$ cat src/design/vsal_pkg.sv
// Shared types and constants for the vector step limiter.
`default_nettype none
package vsal_pkg;
  localparam int unsigned CompW = 24;
  localparam int unsigned OutW  = 21;
  localparam int unsigned LenW  = 20;
  localparam int unsigned CfgW  = 20;
  localparam int unsigned SqW   = 50;
  localparam int unsigned MagW  = 25;
  localparam logic CfgAccel = 1'b0;
  localparam logic CfgSpeed = 1'b1;
  localparam logic [LenW-1:0] AccelRst = 20'd1000;
  localparam logic [LenW-1:0] SpeedRst = 20'd10000;

  typedef struct packed {
    logic signed [CompW-1:0] z;
    logic signed [CompW-1:0] y;
    logic signed [CompW-1:0] x;
  } vec_t;

  typedef struct packed {
    logic signed [OutW-1:0] sz;
    logic signed [OutW-1:0] sy;
    logic signed [OutW-1:0] sx;
    logic [LenW-1:0] len;
  } res_t;

  typedef enum logic [2:0] {
    ST_IDLE, ST_SQ, ST_SQRT, ST_LIM, ST_DIV, ST_OUT
  } state_t;
endpackage
`default_nettype wire

$ cat src/design/vsal_back.sv
// Back end: magnitude, limits and scaling, one item at a time.
`default_nettype none
module vsal_back (
  input  wire logic              clk,
  input  wire logic              rst_n,
  input  wire logic              q_valid,
  input  wire vsal_pkg::vec_t    q_vec,
  output logic                   pop,
  input  wire logic [vsal_pkg::CfgW-1:0] accel,
  input  wire logic [vsal_pkg::CfgW-1:0] speed,
  output logic                   out_valid,
  input  wire logic              out_ready,
  output vsal_pkg::res_t         out_res
);
  localparam int unsigned CompW = vsal_pkg::CompW;
  localparam int unsigned SqW   = vsal_pkg::SqW;
  localparam int unsigned LenW  = vsal_pkg::LenW;
  localparam int unsigned OutW  = vsal_pkg::OutW;
  localparam int unsigned MagW  = vsal_pkg::MagW;
  localparam int unsigned NumW  = 43;

  vsal_pkg::state_t st_r, st_nxt;
  logic [CompW-1:0] a_r [3];
  logic [2:0] neg_r;
  logic [SqW-1:0] sum_r, rem_r;
  logic [SqW-1:0] root_r;
  logic [1:0] idx_r;
  logic [5:0] cnt_r;
  logic [LenW-1:0] last_r, len_r;
  logic [NumW-1:0] num_r;
  logic [NumW+1:0] drem_r;
  logic [OutW-1:0] quo_r [3];
  logic out_valid_r;
  vsal_pkg::res_t res_r;

  logic [CompW-1:0] cur_a;
  logic [2*CompW-1:0] sq;
  logic [SqW-1:0] bit_v, trial;
  logic [LenW:0] grow;
  logic [LenW-1:0] lim;
  logic [NumW+1:0] dsh;
  logic [NumW+1:0] magx;

  assign cur_a = a_r[idx_r];
  assign sq    = cur_a * cur_a;
  assign bit_v = {{(SqW-1){1'b0}}, 1'b1} << {cnt_r[4:0], 1'b0};
  assign trial = root_r + bit_v;
  assign grow  = {1'b0, last_r} + {1'b0, accel};
  always_comb begin
    lim = root_r[LenW-1:0];
    if (root_r > {{(SqW-LenW-1){1'b0}}, grow}) lim = grow[LenW-1:0];
    if ({{(SqW-LenW){1'b0}}, lim} > {{(SqW-LenW){1'b0}}, speed}) lim = speed;
    if (|root_r[SqW-1:LenW] && grow > {1'b0, speed}) lim = speed;
  end
  assign dsh  = {drem_r[NumW:0], num_r[NumW-1]};
  assign magx = {{(NumW+2-MagW){1'b0}}, root_r[MagW-1:0]};

  assign pop       = (st_r == vsal_pkg::ST_IDLE) && q_valid;
  assign out_valid = out_valid_r;
  assign out_res   = res_r;

  always_comb begin
    st_nxt = st_r;
    case (st_r)
      vsal_pkg::ST_IDLE: if (q_valid) st_nxt = vsal_pkg::ST_SQ;
      vsal_pkg::ST_SQ:   if (idx_r == 2'd2) st_nxt = vsal_pkg::ST_SQRT;
      vsal_pkg::ST_SQRT: if (cnt_r == 6'd0) st_nxt = vsal_pkg::ST_LIM;
      vsal_pkg::ST_LIM:  st_nxt = vsal_pkg::ST_DIV;
      vsal_pkg::ST_DIV:
        if (cnt_r == 6'd0 && idx_r == 2'd2) st_nxt = vsal_pkg::ST_OUT;
      vsal_pkg::ST_OUT:  if (!out_valid_r || out_ready) st_nxt = vsal_pkg::ST_IDLE;
      default:           st_nxt = vsal_pkg::ST_IDLE;
    endcase
  end

  always_ff @(posedge clk) begin
    if (!rst_n) begin
      st_r <= vsal_pkg::ST_IDLE;
      last_r <= '0;
      out_valid_r <= 1'b0;
    end else begin
      st_r <= st_nxt;
      if (out_valid_r && out_ready) out_valid_r <= 1'b0;
      if (st_r == vsal_pkg::ST_OUT && (!out_valid_r || out_ready)) begin
        out_valid_r <= 1'b1;
        last_r <= len_r;
      end
    end
  end

  always_ff @(posedge clk) begin
    case (st_r)
      vsal_pkg::ST_IDLE: begin
        a_r[0] <= q_vec.x[CompW-1] ? -q_vec.x : q_vec.x;
        a_r[1] <= q_vec.y[CompW-1] ? -q_vec.y : q_vec.y;
        a_r[2] <= q_vec.z[CompW-1] ? -q_vec.z : q_vec.z;
        neg_r  <= {q_vec.z[CompW-1], q_vec.y[CompW-1], q_vec.x[CompW-1]};
        sum_r  <= '0;
        idx_r  <= 2'd0;
      end
      vsal_pkg::ST_SQ: begin
        sum_r <= sum_r + {{(SqW-2*CompW){1'b0}}, sq};
        idx_r <= idx_r + 2'd1;
        if (idx_r == 2'd2) begin
          rem_r  <= sum_r + {{(SqW-2*CompW){1'b0}}, sq};
          root_r <= '0;
          cnt_r  <= 6'd24;
        end
      end
      vsal_pkg::ST_SQRT: begin
        // one result bit per cycle, classic digit-by-digit root
        if (rem_r >= trial) begin
          rem_r  <= rem_r - trial;
          root_r <= (root_r >> 1) + bit_v;
        end else begin
          root_r <= root_r >> 1;
        end
        cnt_r <= cnt_r - 6'd1;
      end
      vsal_pkg::ST_LIM: begin
        len_r  <= (root_r == '0) ? '0 : lim;
        idx_r  <= 2'd0;
        num_r  <= {{(NumW-CompW){1'b0}}, a_r[0]} *
                  {{(NumW-LenW){1'b0}}, ((root_r == '0) ? '0 : lim)};
        drem_r <= '0;
        cnt_r  <= 6'd43;
      end
      vsal_pkg::ST_DIV: begin
        if (cnt_r != 6'd0) begin
          // restoring division, one quotient bit per cycle
          if (dsh >= magx) drem_r <= dsh - magx;
          else drem_r <= dsh;
          num_r <= {num_r[NumW-2:0], (dsh >= magx)};
          cnt_r <= cnt_r - 6'd1;
        end else begin
          // zero length covers the zero vector, where the divisor is zero
          quo_r[idx_r] <= (len_r == '0) ? '0 : num_r[OutW-1:0];
          idx_r  <= idx_r + 2'd1;
          num_r  <= {{(NumW-CompW){1'b0}},
                     a_r[(idx_r == 2'd2) ? 2'd2 : idx_r + 2'd1]} *
                    {{(NumW-LenW){1'b0}}, len_r};
          drem_r <= '0;
          cnt_r  <= 6'd43;
        end
      end
      vsal_pkg::ST_OUT: begin
        if (!out_valid_r || out_ready) begin
          res_r.len <= len_r;
          res_r.sx  <= neg_r[0] ? -quo_r[0] : quo_r[0];
          res_r.sy  <= neg_r[1] ? -quo_r[1] : quo_r[1];
          res_r.sz  <= neg_r[2] ? -quo_r[2] : quo_r[2];
        end
      end
      default: ;
    endcase
  end
endmodule
`default_nettype wire

$ cat config.mk
export PLATFORM = sky130hd
export DESIGN_NAME = vsal_back
export DESIGN_NICKNAME = d
export VERILOG_FILES = /design/src/design/vsal_pkg.sv /design/src/design/vsal_back.sv
export SDC_FILE = /design/constraint.sdc
export NUM_CORES = 2
export LEC_CHECK = 0
export ABC_AREA = 1
export CAP_MARGIN = 10
export CORE_MARGIN = 3
export CORE_UTILIZATION = 60
export DETAILED_ROUTE_END_ITERATION = 6
export DONT_BUFFER_PORTS = 1
export MAX_ROUTING_LAYER = met4
export PLACE_DENSITY = 0.76
export SYNTH_ARGS = -nofsm -noshare
export SYNTH_HDL_FRONTEND = slang
export SYNTH_SLANG_ARGS = --single-unit
$ cat constraint.sdc
create_clock -name clk -period 13.25 [get_ports clk]
set_input_delay 0.6625 -clock clk [delete_from_list [all_inputs] [get_ports clk]]
set_output_delay 0.6625 -clock clk [all_outputs]
set_load 0.05 [all_outputs]
Word-level counts from Yosys, hierarchy flattened:

Memories as Yosys holds them, arrays and structs flattened. A register that Yosys moved wholly into a read port is not among the register bits.
Cells that the tools add are included.

* register bits after elaboration: 375
* RAM bits: 135
* input bits: 116
* output and inout port bits: 85
* memories kept: 2

Memories
* a_r: words 3, bits a word 24, rd ports 3, clocked after memory_dff 1, write ports 3, RTL line vsal_back.sv:23 `logic [CompW-1:0] a_r [3];`
* quo_r: words 3, bits a word 21, rd ports 3, clocked after memory_dff 0, write ports 1, RTL line vsal_back.sv:32 `logic [OutW-1:0] quo_r [3];`

* add/subtract/negate cells: 14
* multiply operators: 3
* $lt $le $gt $ge: 5
* equality and inequality tests: 13
* shifts and indexed selects: 1
* muxes and demuxes: 43
* reduce and logical (&&, ||, !) cells: 26

Operators with widths (number)
* $pmux 50 s2: 3
* $mux 50: 4
* $mux 44: 2
* $pmux 44 s2: 1
* $mul 24x20->43: 2
* $pmux 43 s2: 1
* $mux 21: 4
* $mux 20: 4
* $mux 24: 3
* $neg 24->24: 3
* $neg 21->21: 3
* $add 49x50->50: 1
* $add 50x48->50: 1
* $add 50x50->50: 1
* $ge 50x50->1: 1
* $gt 50x21->1: 1
* $logic_not 50->1: 1
* $shl 1x6->50 const A: 1
* $sub 50x50->50: 1
* $mul 24x24->48: 1
* $ge 45x25->1: 1
* $sub 44x25->44: 1
* $mux 43: 1
* $reduce_or 30->1: 1
* 32 further kinds: 62

Longest topological paths before layout:

* depth after elaboration: 9
* depth in mapped cells: 71
* depth with buffers taken out: 68

Worst setup path before layout:

Ideal clock, no wire load.

* path kind: in2reg
* start: in accel[2] (netlist name)
* end: reg num_r[34], data pin
* library setup time: 259 ps
* data arrival time: 10355 ps
* required time: 12991 ps
* slack: 2635 ps
* cell stages on the path: 66
* path buffers: 4
* cell sequence: ha_1 -> a21oi_2 -> nand2_2 -> a21oi_2 -> inv_1 -> nand2_1 -> nand2_1 -> nand2_1 -> nand2_2 -> nand2_1 -> nand2_1 -> nand2_1 -> and2_4 -> inv_1 -> ha_1 -> nand2_1 -> nor2_1 -> and2_1 -> [30 not listed] -> fa_1 -> fa_1 -> fa_1 -> inv_1 -> fa_1 -> inv_1 -> ha_1 -> a21oi_1 -> o21ai_0 -> a21oi_1 -> o21ai_0 -> a21oi_1 -> o21ai_0 -> nand3_1 -> nand2_1 -> or2_2 -> nand3_1 -> nand3_1

* longest elaborated chain between the ends: 9
* elaborated cells between the ends (all ways): 11
* classes of those cells: add/sub (1); mul (1); order compare (3); mux (5); reduce/logical (1)

RTL lines
* from (decl): RTL line vsal_back.sv:9 `input wire logic [vsal_pkg::CfgW-1:0] accel,`
* $add 20x20->21 *: RTL line vsal_back.sv:48 `assign grow = {1'b0, last_r} + {1'b0, accel};`
* $gt 50x21->1: RTL line vsal_back.sv:51 `if (root_r > {{(SqW-LenW-1){1'b0}}, grow}) lim = grow[LenW-1:0];`
* $mux 20: RTL line vsal_back.sv:51
* $gt 20x20->1: RTL line vsal_back.sv:52 `if ({{(SqW-LenW){1'b0}}, lim} > {{(SqW-LenW){1'b0}}, speed}) lim = speed;`
* $mux 20: RTL line vsal_back.sv:52
* $mux 20 *: RTL line vsal_back.sv:53 `if (|root_r[SqW-1:LenW] && grow > {1'b0, speed}) lim = speed;`
* $mux 20 *: RTL line vsal_back.sv:124 `{{(NumW-LenW){1'b0}}, ((root_r == '0) ? '0 : lim)};`
* $mul 24x20->43 *: RTL line vsal_back.sv:123 `num_r <= {{(NumW-CompW){1'b0}}, a_r[0]} *`
* $pmux 43 s2 *: RTL line vsal_back.sv:92 `case (st_r)`
* to (signal assigned): RTL line vsal_back.sv:123
* to (signal assigned): RTL line vsal_back.sv:133 `num_r <= {num_r[NumW-2:0], (dsh >= magx)};`
* to (signal assigned): RTL line vsal_back.sv:139 `num_r <= {{(NumW-CompW){1'b0}},`
* to (decl): RTL line vsal_back.sv:30 `logic [NumW-1:0] num_r;`

Mark *: on every way between the ends. The rest lies on a longest branch, timed or not.
A chain may end at the register's enable or synchronous reset.

Worst setup path after layout:

* start: reg last_r[0]
* end: reg num_r[34], data pin

* longest elaborated chain between the ends: 9
* elaborated cells between the ends (all ways): 11
* classes of those cells: add/sub (1); mul (1); order compare (3); mux (5); reduce/logical (1)

RTL lines
* from (decl): RTL line vsal_back.sv:29 `logic [LenW-1:0] last_r, len_r;`
* from (signal assigned): RTL line vsal_back.sv:86 `last_r <= len_r;`
* $add 20x20->21 *: RTL line vsal_back.sv:48
* $gt 50x21->1: RTL line vsal_back.sv:51
* $mux 20: RTL line vsal_back.sv:51
* $gt 20x20->1: RTL line vsal_back.sv:52
* $mux 20: RTL line vsal_back.sv:52
* $mux 20 *: RTL line vsal_back.sv:53
* $mux 20 *: RTL line vsal_back.sv:124
* $mul 24x20->43 *: RTL line vsal_back.sv:123
* $pmux 43 s2 *: RTL line vsal_back.sv:92

Marked as above.

==> key figures <==
Outcome
  – Status: finished clean

Floorplanning
  – Number of core rows: 136
  – Io pins: 201
  – Die width: 381 um
  – Die H: 381 um
  – Starting density of the core: 60.8%
  – Die Area: 145000 um^2
  – Core area: 138000 um^2

Worst hold path
  – Hold endpoint: neg_r[2]
  – Hold depth: 0
  – Hold_sp: q_vec[71]
  – Hold Path Class: in2reg

Route
  – Max layer used: met4
  – Met3 routed WL: 36.8 mm
  – DR iter-0 viols: 7327
  – Average via count per standard cell: 5.83
  – Drt pass-1 iters: 7
  – Post-route ant nets: 0
  – Per-cell routed wire length: 23.0 um
  – Met2 wire length: 119 mm
  – Residual DRC: 0
  – Via count: 70500
  – Routed WL: 278 mm
  – Wl on met1: 109 mm

Place
  – GPL Wtd Cong: 1.04
  – IO buf count: 0
  – DP Cell Count: 11900
  – Final HPWL DP: 225 mm

Timing
  – Max-slew headroom: 14.7%
  – Setup violators final: 0
  – Setup TNS: 0 ns
  – Unrepaired setup endpoints after global routing: no
  – Hold Fails Final Rpt: 0
  – Max Slew Vio Count: 0
  – Fmax: 0.0809 GHz
  – Min Clock Period, post-route: 12.36 ns
  – Clock skew: 0.0453 ns
  – Fin crit share: 93.3%
  – Slew @ Worst Pin: 1.27 ns

Clocking
  – Clk_lat worst skew: 0.71 ns
  – # clock sinks: 512
  – H-Tree Depth: 3
  – Hold buffers post-CTS: 0
  – TritonCTS clock tree: yes
  – Cts bufs inserted: 68
  – Clock Pin Slew Worst Setup and Hold Paths: 0.07 ns
  – Clk root buf: clkbuf_16
  – Clock tree buffer depth: 3

Synthesis
  – Syn_area_per_cell: 8.21 um^2
  – Post-synth EDFFs: 486
  – Cells after Synth: 10300
  – Post-Syn Area: 84200 um^2
  – Net Count, Synth: 12300
  – Register area share after synthesis: 18.0%
  – Async set-or-reset flop fraction in the synthesized netlist: 0%
  – Yosys warns: 0
  – Post-synthesis cell type count: 79
  – Post-synthesis register bit count: 512
  – Ys flop type: edfxtp_1

Critical path
  – Flop2flop setup slack: 0.89 ns
  – Reg2reg path depth: 61
  – Worst R2R End: num_r[34]
  – Worst Path Required: 13.70 ns
  – Crit path largest cell delay: 0.56 ns
  – CP max-delay cell: fa_1
  – Critical Path AT: 12.81 ns
  – Max FO, Critical Path: 22
  – Most numerous cell on the critical path: nand2_1
  – Crit path kind: reg2reg
  – CP Launch Type: flip-flop
  – Worst R2R Start: last_r[0]
  – Worst setup path startpoint: last_r[0]
  – Worst Setup End Kind: flip-flop

GRT
  – Vias in the first global route: 71100
  – Global-route wire length before repair: 423 mm
  – Initial antenna violation count: 38
  – Gr usage total: 39.6%
  – Total gr overflow: 0
  – Largest net degree at the start of global routing: 76

Layout
  – Layout cells sized above 1: 4.81%
  – Fin nets: 12200
  – Most frequent cells in the layout: inv_1, nand2_1, fa_1, nor2_1, ha_1
  – Commonest non-fill, non-tap cell in the layout: inv_1
  – # fillers: 12000
  – Area growth syn-to-layout: 4.90%
  – Final std cells w/o fill: 12100

Job
  – # Max-Cap Violations: 0
sequential cells by signal (all words and copies together), names as in the netlist, 2 cells and up, named ones only:
signal	cells
len_r	20
out_res	83
last_r	20
neg_r	3
cnt_r	6
num_r	43
a_r	72
st_r	3
drem_r	44
idx_r	2
sum_r	50
quo_r	63
rem_r	50
root_r	50
worst max-delay path: cells and delay by family, from the launching register on:
family	cells	cell delay (ns)
AOI/OAI and AO/OA	12	1.84
xor gates and xnor gates	1	0.29
adders and majority gates	12	5.12
buffers and inverters	9	1.20
DFF	1	0.36
and+or+nand+nor	27	3.27
worst max-delay path by stage:
stage | to | slack [ns]
after floorplan | num_r[34] | 2.64
after global placement | num_r[42] | 1.01
after detailed placement | num_r[34] | 0.82
after CTS | num_r[29] | 1.07
after global routing | num_r[27] | 0.02
final | num_r[34] | 0.89
cells in the mapped netlist (all sizes together), types with 3 or more instances:
| cell | n | share of area (%) |
|---|---|---|
| xor2 | 198 | 2.1 |
| a211oi | 10 | 0.089 |
| nor3b | 4 | 0.036 |
| a31oi | 60 | 0.45 |
| o211ai | 57 | 0.51 |
| nor4 | 49 | 0.39 |
| o21ai | 486 | 3.0 |
| and2 | 21 | 0.16 |
| nand2 | 1771 | 8.0 |
| a221oi | 8 | 0.083 |
| and3 | 6 | 0.045 |
| o221ai | 11 | 0.11 |
| nand3 | 240 | 1.6 |
| ha | 693 | 10 |
| clkinv | 13 | 0.058 |
| clkbuf | 222 | 0.99 |
| nor3 | 106 | 0.71 |
| fa | 1251 | 30 |
| buf | 76 | 0.68 |
| o31ai | 19 | 0.17 |
| or2 | 60 | 0.45 |
| inv | 2258 | 10 |
| a21o | 27 | 0.24 |
| nand3b | 9 | 0.080 |
| o21a | 32 | 0.29 |
| edfxtp | 486 | 17 |
| a311oi | 3 | 0.031 |
| o21bai | 18 | 0.17 |
| o2111ai | 5 | 0.052 |
| a21oi | 528 | 3.2 |
| nand4 | 68 | 0.51 |
| dfxtp | 26 | 0.62 |
| a22oi | 4 | 0.036 |
| nor2 | 1245 | 5.8 |
| xnor2 | 150 | 1.6 |
| a21boi | 7 | 0.067 |
| o22ai | 9 | 0.067 |
kinds of logic (layout without fill, tap and decap cells):
family                   Yosys count  after routing  share of synthesized area [%]
AO/OA/AOI/OAI                   1298           1298                           8.77
XOR/XNOR                         348            348                           3.65
adder cells (fa/ha/maj)         1944           1944                           40.1
buffers and inverters           2569           2507                           11.8
flip-flops                       512            512                           18.0
multiplexers                       2              2                         0.0238
other                              0             37                              0
AND/OR/NAND/NOR                 3580           3581                           17.7
final cells by class:
| type | instances | area [um^2] | share of cell area, % |
|---|---|---|---|
| multi-input cells | 7173 | 59200 | 67.0 |
| clock inverters | 38 | 364 | 0.412 |
| flip-flops and latches | 512 | 15100 | 17.1 |
| diodes | 37 | 92.6 | 0.105 |
| well taps | 1863 | 2330 | 2.64 |
| inverters | 2271 | 8530 | 9.66 |
| repair buffers | 115 | 883 | 1.00 |
| clock buffers | 83 | 1780 | 2.02 |
metal layers:
metal	track usage [%]	vias to the layer above
met5	-	-
met4	15.4	0
met3	12.8	737
met2	57.5	3903
met1	51.8	34200
li1	-	31600
stage by stage:
stage	utilization, %	hold WS, ns	worst slack [ns]	cell area, um^2
6_report	63.8	0.0650	0.889	88300
5_1_grt	63.8	0.0361	0.0193	88300
4_1_cts	63.7	0.0320	1.07	88200
3_5_place_dp	62.2	0.492	0.823	86000
3_3_place_gp	62.2	0.474	1.01	86000
2_1_floorplan	-	0.424	2.64	84200
what timing repair did:
| action | 4_1_cts | 5_1_grt |
|---|---|---|
| buffers inserted | 0 | 0 |
| gates resized for setup | 0 | 0 |
| setup endpoints to repair | 0 | 2 |
Power is left out: the tool's default activity adds up to more than one toggle a clock period on the data nets, which glitch-free logic cannot reach.
