`src/design/vsal_pkg.sv`:
```
// Shared types and constants for the vector step limiter.
`default_nettype none
package vsal_pkg;
  localparam int unsigned CompW = 24;
  localparam int unsigned OutW  = 21;
  localparam int unsigned LenW  = 20;
  localparam int unsigned CfgW  = 20;
  localparam int unsigned SqW   = 50;
  localparam int unsigned MagW  = 25;
  localparam logic CfgAccel = 1'b0;
  localparam logic CfgSpeed = 1'b1;
  localparam logic [LenW-1:0] AccelRst = 20'd1000;
  localparam logic [LenW-1:0] SpeedRst = 20'd10000;

  typedef struct packed {
    logic signed [CompW-1:0] z;
    logic signed [CompW-1:0] y;
    logic signed [CompW-1:0] x;
  } vec_t;

  typedef struct packed {
    logic signed [OutW-1:0] sz;
    logic signed [OutW-1:0] sy;
    logic signed [OutW-1:0] sx;
    logic [LenW-1:0] len;
  } res_t;

  typedef enum logic [2:0] {
    ST_IDLE, ST_SQ, ST_SQRT, ST_LIM, ST_DIV, ST_OUT
  } state_t;
endpackage
`default_nettype wire

```
`src/design/vsal_front.sv`:
```
// Input side: registers a transaction into a two-entry queue.
`default_nettype none
module vsal_front (
  input  wire logic         clk,
  input  wire logic         rst_n,
  input  wire logic         in_valid,
  output logic              in_ready,
  input  wire vsal_pkg::vec_t in_vec,
  input  wire logic         pop,
  output logic              q_valid,
  output vsal_pkg::vec_t    q_vec
);
  vsal_pkg::vec_t mem_r [2];
  logic wp_r, rp_r;
  logic [1:0] cnt_r;
  logic push;

  assign in_ready = (cnt_r != 2'd2);
  assign push     = in_valid && in_ready;
  assign q_valid  = (cnt_r != 2'd0);
  assign q_vec    = mem_r[rp_r];

  always_ff @(posedge clk) begin
    if (push) mem_r[wp_r] <= in_vec;
  end

  always_ff @(posedge clk) begin
    if (!rst_n) begin
      wp_r <= 1'b0; rp_r <= 1'b0; cnt_r <= 2'd0;
    end else begin
      if (push) wp_r <= ~wp_r;
      if (pop && q_valid) rp_r <= ~rp_r;
      cnt_r <= cnt_r + {1'b0, push} - {1'b0, pop && q_valid};
    end
  end
endmodule
`default_nettype wire

```
`config.mk`:
```
export PLATFORM = sky130hd
export DESIGN_NAME = vsal_front
export DESIGN_NICKNAME = d
export VERILOG_FILES = /design/src/design/vsal_pkg.sv /design/src/design/vsal_front.sv
export SDC_FILE = /design/constraint.sdc
export NUM_CORES = 1
export LEC_CHECK = 0
export BUFFER_PORTS_ARGS = -buffer_cell sky130_fd_sc_hd__buf_2
export CORE_MARGIN = 1.5
export CORE_UTILIZATION = 25
export DETAILED_ROUTE_END_ITERATION = 7
export GPL_TIMING_DRIVEN = 0
export PLACE_DENSITY = 0.46
export SYNTH_ARGS = -nofsm -noshare
export SYNTH_HDL_FRONTEND = slang
export SYNTH_SLANG_ARGS = --single-unit
```
`constraint.sdc`:
```
create_clock -name clk -period 7.75 [get_ports clk]
set_input_delay 1.55 -clock clk [delete_from_list [all_inputs] [get_ports clk]]
set_output_delay 1.55 -clock clk [all_outputs]
set_load 0.01 [all_outputs]
```
Word-level counts from Yosys, hierarchy flattened. Memories as Yosys holds them, arrays and structs flattened. A register that Yosys moved wholly into a read port is not among the register bits. Cells that the tools add are included.

Bits in registers: 4. Bits in latches: 0. RAM bits: 144. ROM bits: 0. Input bits: 76. Output and inout port bits: 74. Logic and storage cells: 16. Memories: 1.

Memories: mem_r (depth 2, width 72, read ports 1, clocked after Yosys merged registers in 1, wr ports 1, line vsal_front.sv:13) `vsal_pkg::vec_t mem_r [2];`.

$add $sub $neg: 2. Multipliers: 0. Divide/modulo/power cells: 0. Order comparisons: 0. Equal/unequal tests: 1. Shifts and indexed selects: 0. Mux-type cells: 4. Bitwise operators: 2. Reductions and logical operators: 3.

Operators by type and width (count): 2-to-1 mux 1 bit (4); adder 2 x 1 -> 2 bit (1); logical AND 1 bit (2); inequality test 2 bit (second input constant) (1); inverter 1 bit (2); nonzero test 2 bit (1); subtractor 2 x 1 -> 2 bit (1).

Depth between registers and ports, before layout. Gate-level depths: netlist of run 1.

Depth after elaboration: 4. Depth in mapped cells: 8. Mapped depth without buffers: 8.

Worst setup path after synthesis of run 1. No wires, ideal clock.

Kind: input port to flip-flop. Start: input port in_valid. End: memory mem_r[0][0] (netlist name) (enable). Data arrival time: 4.653 ns. Data required time: 7.247 ns. Setup slack: 2.594 ns. Stages: 2. Path buffers: 0. Path through: nand2_1 nor2_1.

Word-level cells in the longest chain between the ends: 3.

RTL lines: from (decl) (line vsal_front.sv:6) `input wire logic in_valid,`; logical AND 1 bit (line vsal_front.sv:19) `assign push = in_valid && in_ready;`; 2-to-1 mux 1 bit (line vsal_front.sv:24) `if (push) mem_r[wp_r] <= in_vec;`; 2-to-1 mux 1 bit (implied by the code) (line vsal_front.sv:24); to (decl) (line vsal_front.sv:13).

No other way between the ends.

==> results of run 1 <==
routing by layer:
metal | vias to the layer above | wire, microns | global-route usage, % | part of all wire [%]
met5 | - | 0 | 0 | 0
met4 | 0 | 177 | 4.167 | 1.6
met3 | 14 | 727 | 4.206 | 6.4
met2 | 92 | 5602 | 16.44 | 49
met1 | 1397 | 4853 | 10.88 | 43
li1 | 1329 | - | - | -
where the power goes:
part / total (W) / internal (W) / leakage, nW / switching (W)
clock network: 0.000878 / 0.000545 / 0.302 / 0.000333
logic: 0.000680 / 0.000364 / 1.27 / 0.000316
registers: 0.00104 / 0.00101 / 1.39 / 0.0000284
total: 0.00260 / 0.00192 / 2.96 / 0.000677
metrics by stage:
| step | setup WS, ps | util (%) | cells |
|---|---|---|---|
| floorplan | 2594 | - | 248 |
| global placement | 207.5 | 30.41 | 682 |
| detailed placement | 4704 | 30.92 | 686 |
| CTS | 4522 | 33.69 | 718 |
| global route | 4500 | 33.69 | 718 |
| finish | 4581 | 33.69 | 718 |
placed cells by master, fill, tap and decap left out, types with 3 or more instances in the layout:
cell	count
buf_12	8
buf_16	3
buf_2	149
bufinv_16	4
clkbuf_16	17
clkinv_4	3
dfxtp_1	5
edfxtp_1	144
inv_6	3
mux2_4	70
xnor2_1	3
cell type report:
| type | count | area (sq um) | area share (%) |
|---|---|---|---|
| flip-flops and latches | 149 | 4424 | 58.00 |
| clock buffers | 19 | 432.9 | 5.675 |
| inverters | 1 | 3.754 | 0.04920 |
| repair buffers | 153 | 848.3 | 11.12 |
| clock inverters | 13 | 195.2 | 2.559 |
| multi-input cells | 90 | 1216 | 15.94 |
| well taps | 285 | 356.6 | 4.674 |
| plain buffers | 8 | 151.4 | 1.985 |
worst max path at each step:
stage / startpoint / endpoint / depth (start not counted)
5_1_grt: register / q_vec[32] / 4
3_3_place_gp: in_valid / mem_r[0][67] / 3
4_1_cts: register / q_vec[32] / 4
3_5_place_dp: in_valid / mem_r[0][58] / 5
2_1_floorplan: in_valid / mem_r[0][0] / 2
6_report: register / q_vec[32] / 4
kinds of logic (layout without fill, tap and decap cells):
logic type	after synthesis	after routing	synth area share, %
AO/OA/AOI/OAI	1	1	0.1299
XOR/XNOR	3	3	0.4544
adder cells (fa/ha/maj)	2	2	0.4326
buffers and inverters	9	194	2.683
flip-flops	149	149	76.50
multiplexers	73	73	18.74
AND/OR/NAND/NOR	11	11	1.060
worst max-delay path, stage by stage, from the launching register on:
cell and delay [ps]:
dfxtp_1 320, buf_6 220, buf_12 190, mux2_4 310, buf_2 160
registers in the layout, indices dropped and copies added (netlist names), named ones only:
signal,flops
mem_r,144
cnt_r,2
rp_r,1
wp_r,1
==> flow_metrics.py, run 1 <==
metrics = {
    "route": {
        "routedWlPerCell_microns": 15.82,
        "vias": 2832,
        "drtAntennaViolNets": 0,
        "drt_pass1_iterations": 4,
        "drc": 0,
        "totalWireLength_microns": 11360,
        "viasPerCell": 3.944,
        "drt-initial-drc-count": 74,
    },
    "global_route": {
        "grt_max_degree": 47,
        "overflow": 0,
        "grt_pass1_wl_microns": 17250,
        "grt.total_usage_pct": 9.800,
        "antenna_found_initial": 0,
        "grt_pass1_vias": 3161,
    },
    "worst_setup_path": {
        "r2r_setup_slack_ps": 5880,
        "worstReg2RegEnd": "mem_r[0][25]",
        "r2r-start": "cnt_r[0]",
        "worst_ep_arrival_time_ps": 1620,
        "path_max_fanout": 10,
        "critPathCaptureType": "primary output",
        "path_class": "reg2out",
        "worstSetupStartpointType": "register",
        "critPathRequiredTime_ps": 6200,
        "r2r_cells": 5,
    },
    "clocking": {
        "ctsResizeCount": 0,
        "post_cts_buffers": 0,
        "cts.sinks": 149,
        "cts-buffers-inserted": 17,
        "postCtsHoldBufs": 0,
        "cts_max_level": 4,
        "root_buffer": "clkbuf_16",
        "clock_latency_ps": 410,
        "clk_pin_slew_ps": 60,
        "cts_tree": "built",
        "cts.path.max_buffers": 2,
    },
    "power_and_ir_drop": {
        "p_per_area_nw_per_um2": 340.4,
        "leakage_nw": 2.957,
        "total_power_w": 0.002597,
        "irDropWorstVdd_mv": 0.1430,
    },
    "timing": {
        "finalMaxSlewViolations": 0,
        "setup_viol": 0,
        "max_clock_freq_mhz": 315.5,
        "worst_slew_pin_slew_ps": 477.5,
        "holdWs_ps": 541.6,
        "timing.setup.tns_ps": 0,
        "fin_skew_ps": 7.993,
        "finalHoldViolations": 0,
        "period_minus_slack_ps": 3169,
        "fin_crit_sh_pct": 40.89,
        "rsz0062_at_grt": "false",
        "relSlewSlack_pct": 68.09,
    },
    "layout": {
        "layout-drive-gt1-share_pct": 61.20,
        "antennaDiodeCount": 0,
        "nets": 498,
        "design_area_sq_um": 7629,
        "nFillCells": 2207,
        "syn_to_final_growth_pct": 31.91,
    },
    "logic_synthesis": {
        "synthCells": 248,
        "synth-main-ff-cell": "edfxtp_1",
        "yosysMostFrequentCell": "edfxtp_1",
        "yosysUniqueCellTypes": 18,
        "synth_warnings": 0,
        "synth_edf_count": 144,
        "synth_area_leaders": "edfxtp_1, mux2_4, buf_12",
        "synth-seq-cells": 149,
        "synth_area_sq_um": 5783,
        "synthTopCellsByCount": "edfxtp_1, mux2_4, buf_12",
        "synth_nets": 326,
        "async_reset_ff_share_pct": 0,
        "synth_area_per_cell_sq_um": 23.32,
        "yosys.area.top_type": "edfxtp_1",
        "yosysSeqAreaShare_pct": 76.50,
        "synth_top_area_share_pct": 74.77,
    },
    "place": {
        "post_dp_cell_area_sq_um": 7000,
        "gp_congestion": 0.6694,
        "io_buffers": 149,
        "place_hpwl_microns": 7682,
    },
    "floorplanning": {
        "dieArea_sq_um": 24050,
        "rows": 55,
        "die_h_microns": 155.1,
        "initial_utilization_pct": 25.54,
        "io-pin-count": 150,
        "core_area_sq_um": 22640,
        "die_w_microns": 155.1,
    },
    "worst_hold_path": {
        "min_path_type": "reg2reg",
        "min_from": "rp_r",
        "min_to": "rp_r",
        "hold-path-cell-count": 2,
    },
    "outcome": {
        "outcome": "complete, no violations",
    },
    "flow_run": {
        "maxCapViolCount": 0,
    },
}
(Power assumes the default switching activity.)
==> run 2, diff against run 1 <==
==> constraint.sdc (replaced) <==
create_clock -name clk -period 3.07 [get_ports clk]
set_input_delay 0.614 -clock clk [delete_from_list [all_inputs] [get_ports clk]]
set_output_delay 0.614 -clock clk [all_outputs]
set_load 0.01 [all_outputs]
==> run 2 against run 1 <==
Net effect: die area unchanged; non-clock buffer count down 1; design area is 1.1% lower; hold slack got worse by 160 ps; clock power is 130% higher; register-to-register slack lost 4700 ps; sequential power increased to 2.5 times the previous value; critical endpoint is now q_vec[38].
==> flow_metrics.py, run 2 (same netlist as run 1, synthesis figures left out) <==
metrics = {
    "worst_setup_path": {
        "r2r_cells": 4,
        "max_stage_delay_ps": 320,
        "worst_ep_arrival_time_ps": 1630,
        "worstSetupStartpointType": "register",
        "crit_chain": "buf_6, buf_12, mux2_4, buf_2",
        "critPathRequiredTime_ps": 2460,
        "path_class": "reg2out",
        "path_max_fanout": 10,
        "worstReg2RegEnd": "mem_r[0][59]",
        "crit_buf_inv": 3,
        "critPathCaptureType": "primary output",
        "r2r-start": "cnt_r[0]",
        "worst_path_max_delay_cell": "dfxtp_1",
        "r2r_setup_slack_ps": 1180,
        "cp_top_family": "buffers and inverters",
    },
    "worst_hold_path": {
        "min_from": "in_vec[42]",
        "hold-path-cell-count": 1,
        "min_path_type": "in2reg",
        "min_to": "mem_r[1][42]",
    },
    "timing": {
        "setup_slack_ps": 829.1,
        "rsz0062_at_grt": "false",
        "setup_viol": 0,
        "worst_slew_pin_slew_ps": 715.2,
        "finalMaxSlewViolations": 0,
        "relSlewSlack_pct": 52.21,
        "max_clock_freq_mhz": 446.2,
        "finalHoldViolations": 0,
        "fin_skew_ps": 7.922,
        "holdWs_ps": 384.0,
        "period_minus_slack_ps": 2241,
        "fin_crit_sh_pct": 72.99,
        "timing.setup.tns_ps": 0,
    },
    "power_and_ir_drop": {
        "p_per_area_nw_per_um2": 840.1,
        "seqPwrFrac_pct": 41.4,
        "p_int_w": 0.004668,
        "irDropWorstVdd_mv": 0.3926,
        "switching_share_pct": 26.33,
        "leakage_nw": 2.916,
        "clockPowerShare_pct": 32.1,
        "power_frac_comb_pct": 26.6,
        "netSwitchingPower_w": 0.001668,
    },
    "floorplanning": {
        "rows": 55,
        "die_w_microns": 155.1,
        "initial_utilization_pct": 25.54,
        "die_h_microns": 155.1,
        "core_area_sq_um": 22640,
        "dieArea_sq_um": 24050,
        "io-pin-count": 150,
    },
    "route": {
        "drtAntennaViolNets": 0,
        "totalWireLength_microns": 11040,
        "viasPerCell": 3.895,
        "routedWlPerCell_microns": 15.40,
        "drt_pass1_iterations": 4,
        "vias": 2793,
        "drc": 0,
        "drt-initial-drc-count": 84,
    },
    "place": {
        "io_buffers": 149,
        "place_ws_ps": 967.3,
        "post_dp_cell_area_sq_um": 6965,
        "place_hpwl_microns": 7435,
        "gp_congestion": 0.6407,
    },
    "layout": {
        "nFillCells": 2170,
        "regMostFlops": "mem_r",
        "layout-drive-gt1-share_pct": 61.34,
        "final_core_util_pct": 33.31,
        "syn_to_final_growth_pct": 30.40,
        "antennaDiodeCount": 0,
        "multi_input_area_sq_um": 1216,
        "top_regs": "mem_r x144, cnt_r x2",
        "layout_common_cells": "buf_2, edfxtp_1, mux2_4, clkbuf_16, buf_12",
        "ff_latch_area_sq_um": 4424,
        "design_area_sq_um": 7541,
        "final_common_cell": "buf_2",
        "largest_reg_flops": 144,
        "nets": 497,
    },
    "clocking": {
        "cts.sinks": 149,
        "root_buffer": "clkbuf_16",
        "cts.path.max_buffers": 2,
        "cts-buffers-inserted": 17,
        "ctsResizeCount": 0,
        "clk_pin_slew_ps": 60,
        "cts_tree": "built",
        "cts_max_level": 4,
        "postCtsHoldBufs": 0,
        "clock_latency_ps": 410,
        "post_cts_buffers": 0,
    },
    "global_route": {
        "use_met3_pct": 4.150,
        "grt_pass1_wl_microns": 16620,
        "grt_max_degree": 41,
        "use_met1_pct": 10.70,
        "grt.total_usage_pct": 9.449,
        "grt_busiest_layer": "met2",
        "grt_pass1_vias": 3023,
        "overflow": 0,
        "grt_use_met2_pct": 15.74,
        "antenna_found_initial": 1,
    },
    "flow_run": {
        "maxCapViolCount": 0,
    },
    "outcome": {
        "outcome": "complete, no violations",
    },
}
-- run 2: final cells by class --
class                   count  area share (%)
flip-flops and latches    149           58.67
inverters                   1         0.04978
multi-input cells          90           16.13
repair buffers            152           10.78
well taps                 285           4.729
clock buffers              20           5.923
clock inverters            12           1.709
plain buffers               8           2.008
-- run 2: power by group through the flow --
stage / Clock [W] / Combinational, W / Sequential, W
final: 0.00203 / 0.00168 / 0.00262
after detailed placement: 0 / 0.00173 / 0.00267
after global placement: 0 / 0.00167 / 0.00269
after global routing: 0.00218 / 0.00183 / 0.00265
after CTS: 0.00211 / 0.00174 / 0.00263
after floorplan: 0 / 0.00115 / 0.00267
-- run 2: worst reg2reg max path, cell delays in order (launching register included) --
cell,delay [ps]
dfxtp_1,360
nand2b_1,160
nand2_1,150
nor2_4,580
buf_12,290
-- run 2: worst max path at each step --
stage                   end  startpoint  cells after the start
2_1_floorplan   mem_r[0][0]    in_valid                      2
3_3_place_gp   mem_r[0][56]    in_valid                      3
3_5_place_dp   mem_r[0][51]    in_valid                      4
4_1_cts           q_vec[39]    register                      4
5_1_grt           q_vec[34]    register                      4
6_report          q_vec[38]    register                      4
-- run 2: layer usage --
metal	share of wire, %	vias up
met5	0	-
met4	1.4	0
met3	6.8	13
met2	50	86
met1	42	1374
li1	-	1320
-- run 2: stage by stage --
stage / total power, W / std cells
finish: 0.006336 / 717
global placement: 0.004361 / 682
detailed placement: 0.004405 / 685
CTS: 0.006481 / 717
global route: 0.006657 / 717
floorplan: 0.003814 / 248
==> run 3, diff against run 2 <==
--- a/config.mk
+++ b/config.mk
@@ -10,7 +10,7 @@
 export CORE_UTILIZATION = 25
 export DETAILED_ROUTE_END_ITERATION = 7
 export GPL_TIMING_DRIVEN = 0
-export PLACE_DENSITY = 0.46
+export PLACE_DENSITY = 0.47
 export SYNTH_ARGS = -nofsm -noshare
 export SYNTH_HDL_FRONTEND = slang
 export SYNTH_SLANG_ARGS = --single-unit
==> constraint.sdc (replaced) <==
create_clock -name clk -period 2 [get_ports clk]
set_input_delay 0.4 -clock clk [delete_from_list [all_inputs] [get_ports clk]]
set_output_delay 0.4 -clock clk [all_outputs]
set_load 0.01 [all_outputs]
==> run 3 against run 2 <==
Net effect: die area is the same; largest cell class unchanged; global-route usage is essentially flat; via count increased by 2.0%; wire length increased by 0.81%; sequential share of layout area is 1.8 points lower; utilization up 1.1 points; critical path type unchanged; non-clock buffer count is 5 higher; flip-flop and latch count unchanged; sequential power grew 55%.
==> flow_metrics.py, run 3 (same netlist as run 1, synthesis figures left out) <==
metrics = {
    "timing": {
        "max_clock_freq_mhz": 518.7,
        "finalHoldViolations": 0,
        "finalMaxSlewViolations": 0,
        "fin_skew_ps": 7.891,
        "fin_crit_sh_pct": 96.40,
        "setup_viol": 0,
        "relSlewSlack_pct": 47.34,
        "worst_slew_pin_slew_ps": 788.0,
        "period_minus_slack_ps": 1928,
        "timing.setup.tns_ps": 0,
        "rsz0062_at_grt": "true",
    },
    "power_and_ir_drop": {
        "netSwitchingPower_w": 0.002616,
        "irDropWorstVdd_mv": 0.5171,
        "switching_share_pct": 26.04,
        "leakage_nw": 3.009,
        "p_per_area_nw_per_um2": 1289,
        "power_frac_comb_pct": 29.2,
        "clockPowerShare_pct": 30.5,
        "p_int_w": 0.007428,
        "seqPwrFrac_pct": 40.3,
    },
    "place": {
        "place_hpwl_microns": 7289,
        "place_inst": 685,
        "gp_congestion": 0.6694,
        "io_buffers": 149,
        "post_dp_cell_area_sq_um": 6982,
    },
    "layout": {
        "design_area_sq_um": 7790,
        "layout_common_cells": "edfxtp_1, buf_2, mux2_4, buf_6, clkbuf_16",
        "final_cells": 721,
        "antennaDiodeCount": 0,
        "largest_reg_flops": 144,
        "top_regs": "mem_r x144, cnt_r x2",
        "nets": 502,
        "multi_input_area_sq_um": 1231,
        "nFillCells": 2202,
        "layout-drive-gt1-share_pct": 62.39,
        "regMostFlops": "mem_r",
        "final_core_util_pct": 34.41,
        "syn_to_final_growth_pct": 34.70,
        "ff_latch_area_sq_um": 4429,
        "final_common_cell": "edfxtp_1",
    },
    "clocking": {
        "cts-buffers-inserted": 17,
        "clk_pin_slew_ps": 60,
        "cts.sinks": 149,
        "cts_tree": "built",
        "root_buffer": "clkbuf_16",
        "cts_max_level": 4,
        "postCtsHoldBufs": 0,
        "cts.path.max_buffers": 2,
        "clock_latency_ps": 400,
    },
    "worst_setup_path": {
        "critPathCaptureType": "primary output",
        "worstSetupStartpointType": "register",
        "worst_ep_arrival_time_ps": 1530,
        "path_max_fanout": 6,
        "critPathRequiredTime_ps": 1600,
        "path_class": "reg2out",
    },
    "global_route": {
        "grt.total_usage_pct": 9.450,
        "grt_pass1_vias": 3034,
        "use_met3_pct": 3.148,
        "grt_use_met2_pct": 16.16,
        "antenna_found_initial": 0,
        "grt_max_degree": 40,
        "grt_pass1_wl_microns": 16800,
        "use_met1_pct": 11.05,
        "grt_busiest_layer": "met2",
        "overflow": 0,
    },
    "route": {
        "viasPerCell": 3.950,
        "drc": 0,
        "routedWlPerCell_microns": 15.44,
        "drtAntennaViolNets": 0,
        "vias": 2848,
        "drt_pass1_iterations": 4,
        "totalWireLength_microns": 11130,
        "drt-initial-drc-count": 102,
    },
    "worst_hold_path": {
        "min_path_type": "in2reg",
    },
    "floorplanning": {
        "die_w_microns": 155.1,
        "io-pin-count": 150,
        "rows": 55,
        "die_h_microns": 155.1,
        "core_area_sq_um": 22640,
        "dieArea_sq_um": 24050,
        "initial_utilization_pct": 25.54,
    },
    "outcome": {
        "outcome": "complete, no violations",
    },
    "flow_run": {
        "maxCapViolCount": 0,
    },
}
run 3: cell types whose count changed in the layout (fill, tap and decap cells not counted), moves of 2 or more:
| cell | delta |
|---|---|
| buf_2 | -22 |
| buf_4 | +3 |
| buf_6 | +20 |
| clkbuf_16 | +2 |
| clkinv_2 | -2 |
| dfxtp_1 | -2 |
run 3: final cells by class:
class / instances / share of cell area (%)
clock buffer: 19 / 5.557
sequential: 149 / 56.86
multi-input combinational: 90 / 15.80
buffer: 6 / 1.542
inverter: 1 / 0.04819
tap: 285 / 4.578
clock inverter: 12 / 1.686
timing repair buffer: 159 / 13.93
run 3: path summary, 6_finish.rpt:
check        startpoint            to  slack [ps]  cells after the start
max            register     q_vec[71]          70                      4
min          in_vec[55]  mem_r[0][55]         180                      1
max reg2reg    cnt_r[0]  mem_r[0][65]         180                      4
min reg2reg        wp_r          wp_r         530                      2
run 3: repair_timing:
item | 4_1_cts | 5_1_grt
gates cloned | 1 | 2
gates resized for setup | 16 | 13
setup buffers | 4 | 0
setup endpoints to repair | 70 | 72
run 3: per-stage QoR:
stage	worst slack (ps)	hold WS, ps	total power (W)
after floorplan	-34.40	486.8	0.005865
after global placement	-817.3	496.6	0.006707
after detailed placement	101.8	524.3	0.006786
after CTS	-9.340	151.3	0.01014
after global routing	1.154	154.0	0.01055
final	72.01	178.1	0.01004
run 3: worst max-delay path, cell delays in order (launching register included):
cell	delay (ps)
dfxtp_4	390
buf_12	150
buf_4	130
mux2_2	320
buf_2	140
run 3: power by group through the flow:
stage               Sequential (W)  Combinational, W  Clock (W)
floorplan                  0.00408           0.00178          0
global placement           0.00411           0.00260          0
detailed placement         0.00410           0.00268          0
CTS                        0.00404           0.00292    0.00318
global route               0.00409           0.00315    0.00331
finish                     0.00405           0.00293    0.00306
run 3: routing by layer:
layer  part of all wire (%)  up-vias  wire [microns]
met5                      0        -               0
li1                       -     1329               -
met1                     42     1433            4697
met3                    4.6        6             517
met4                    1.1        0             127
met2                     52       80            5789
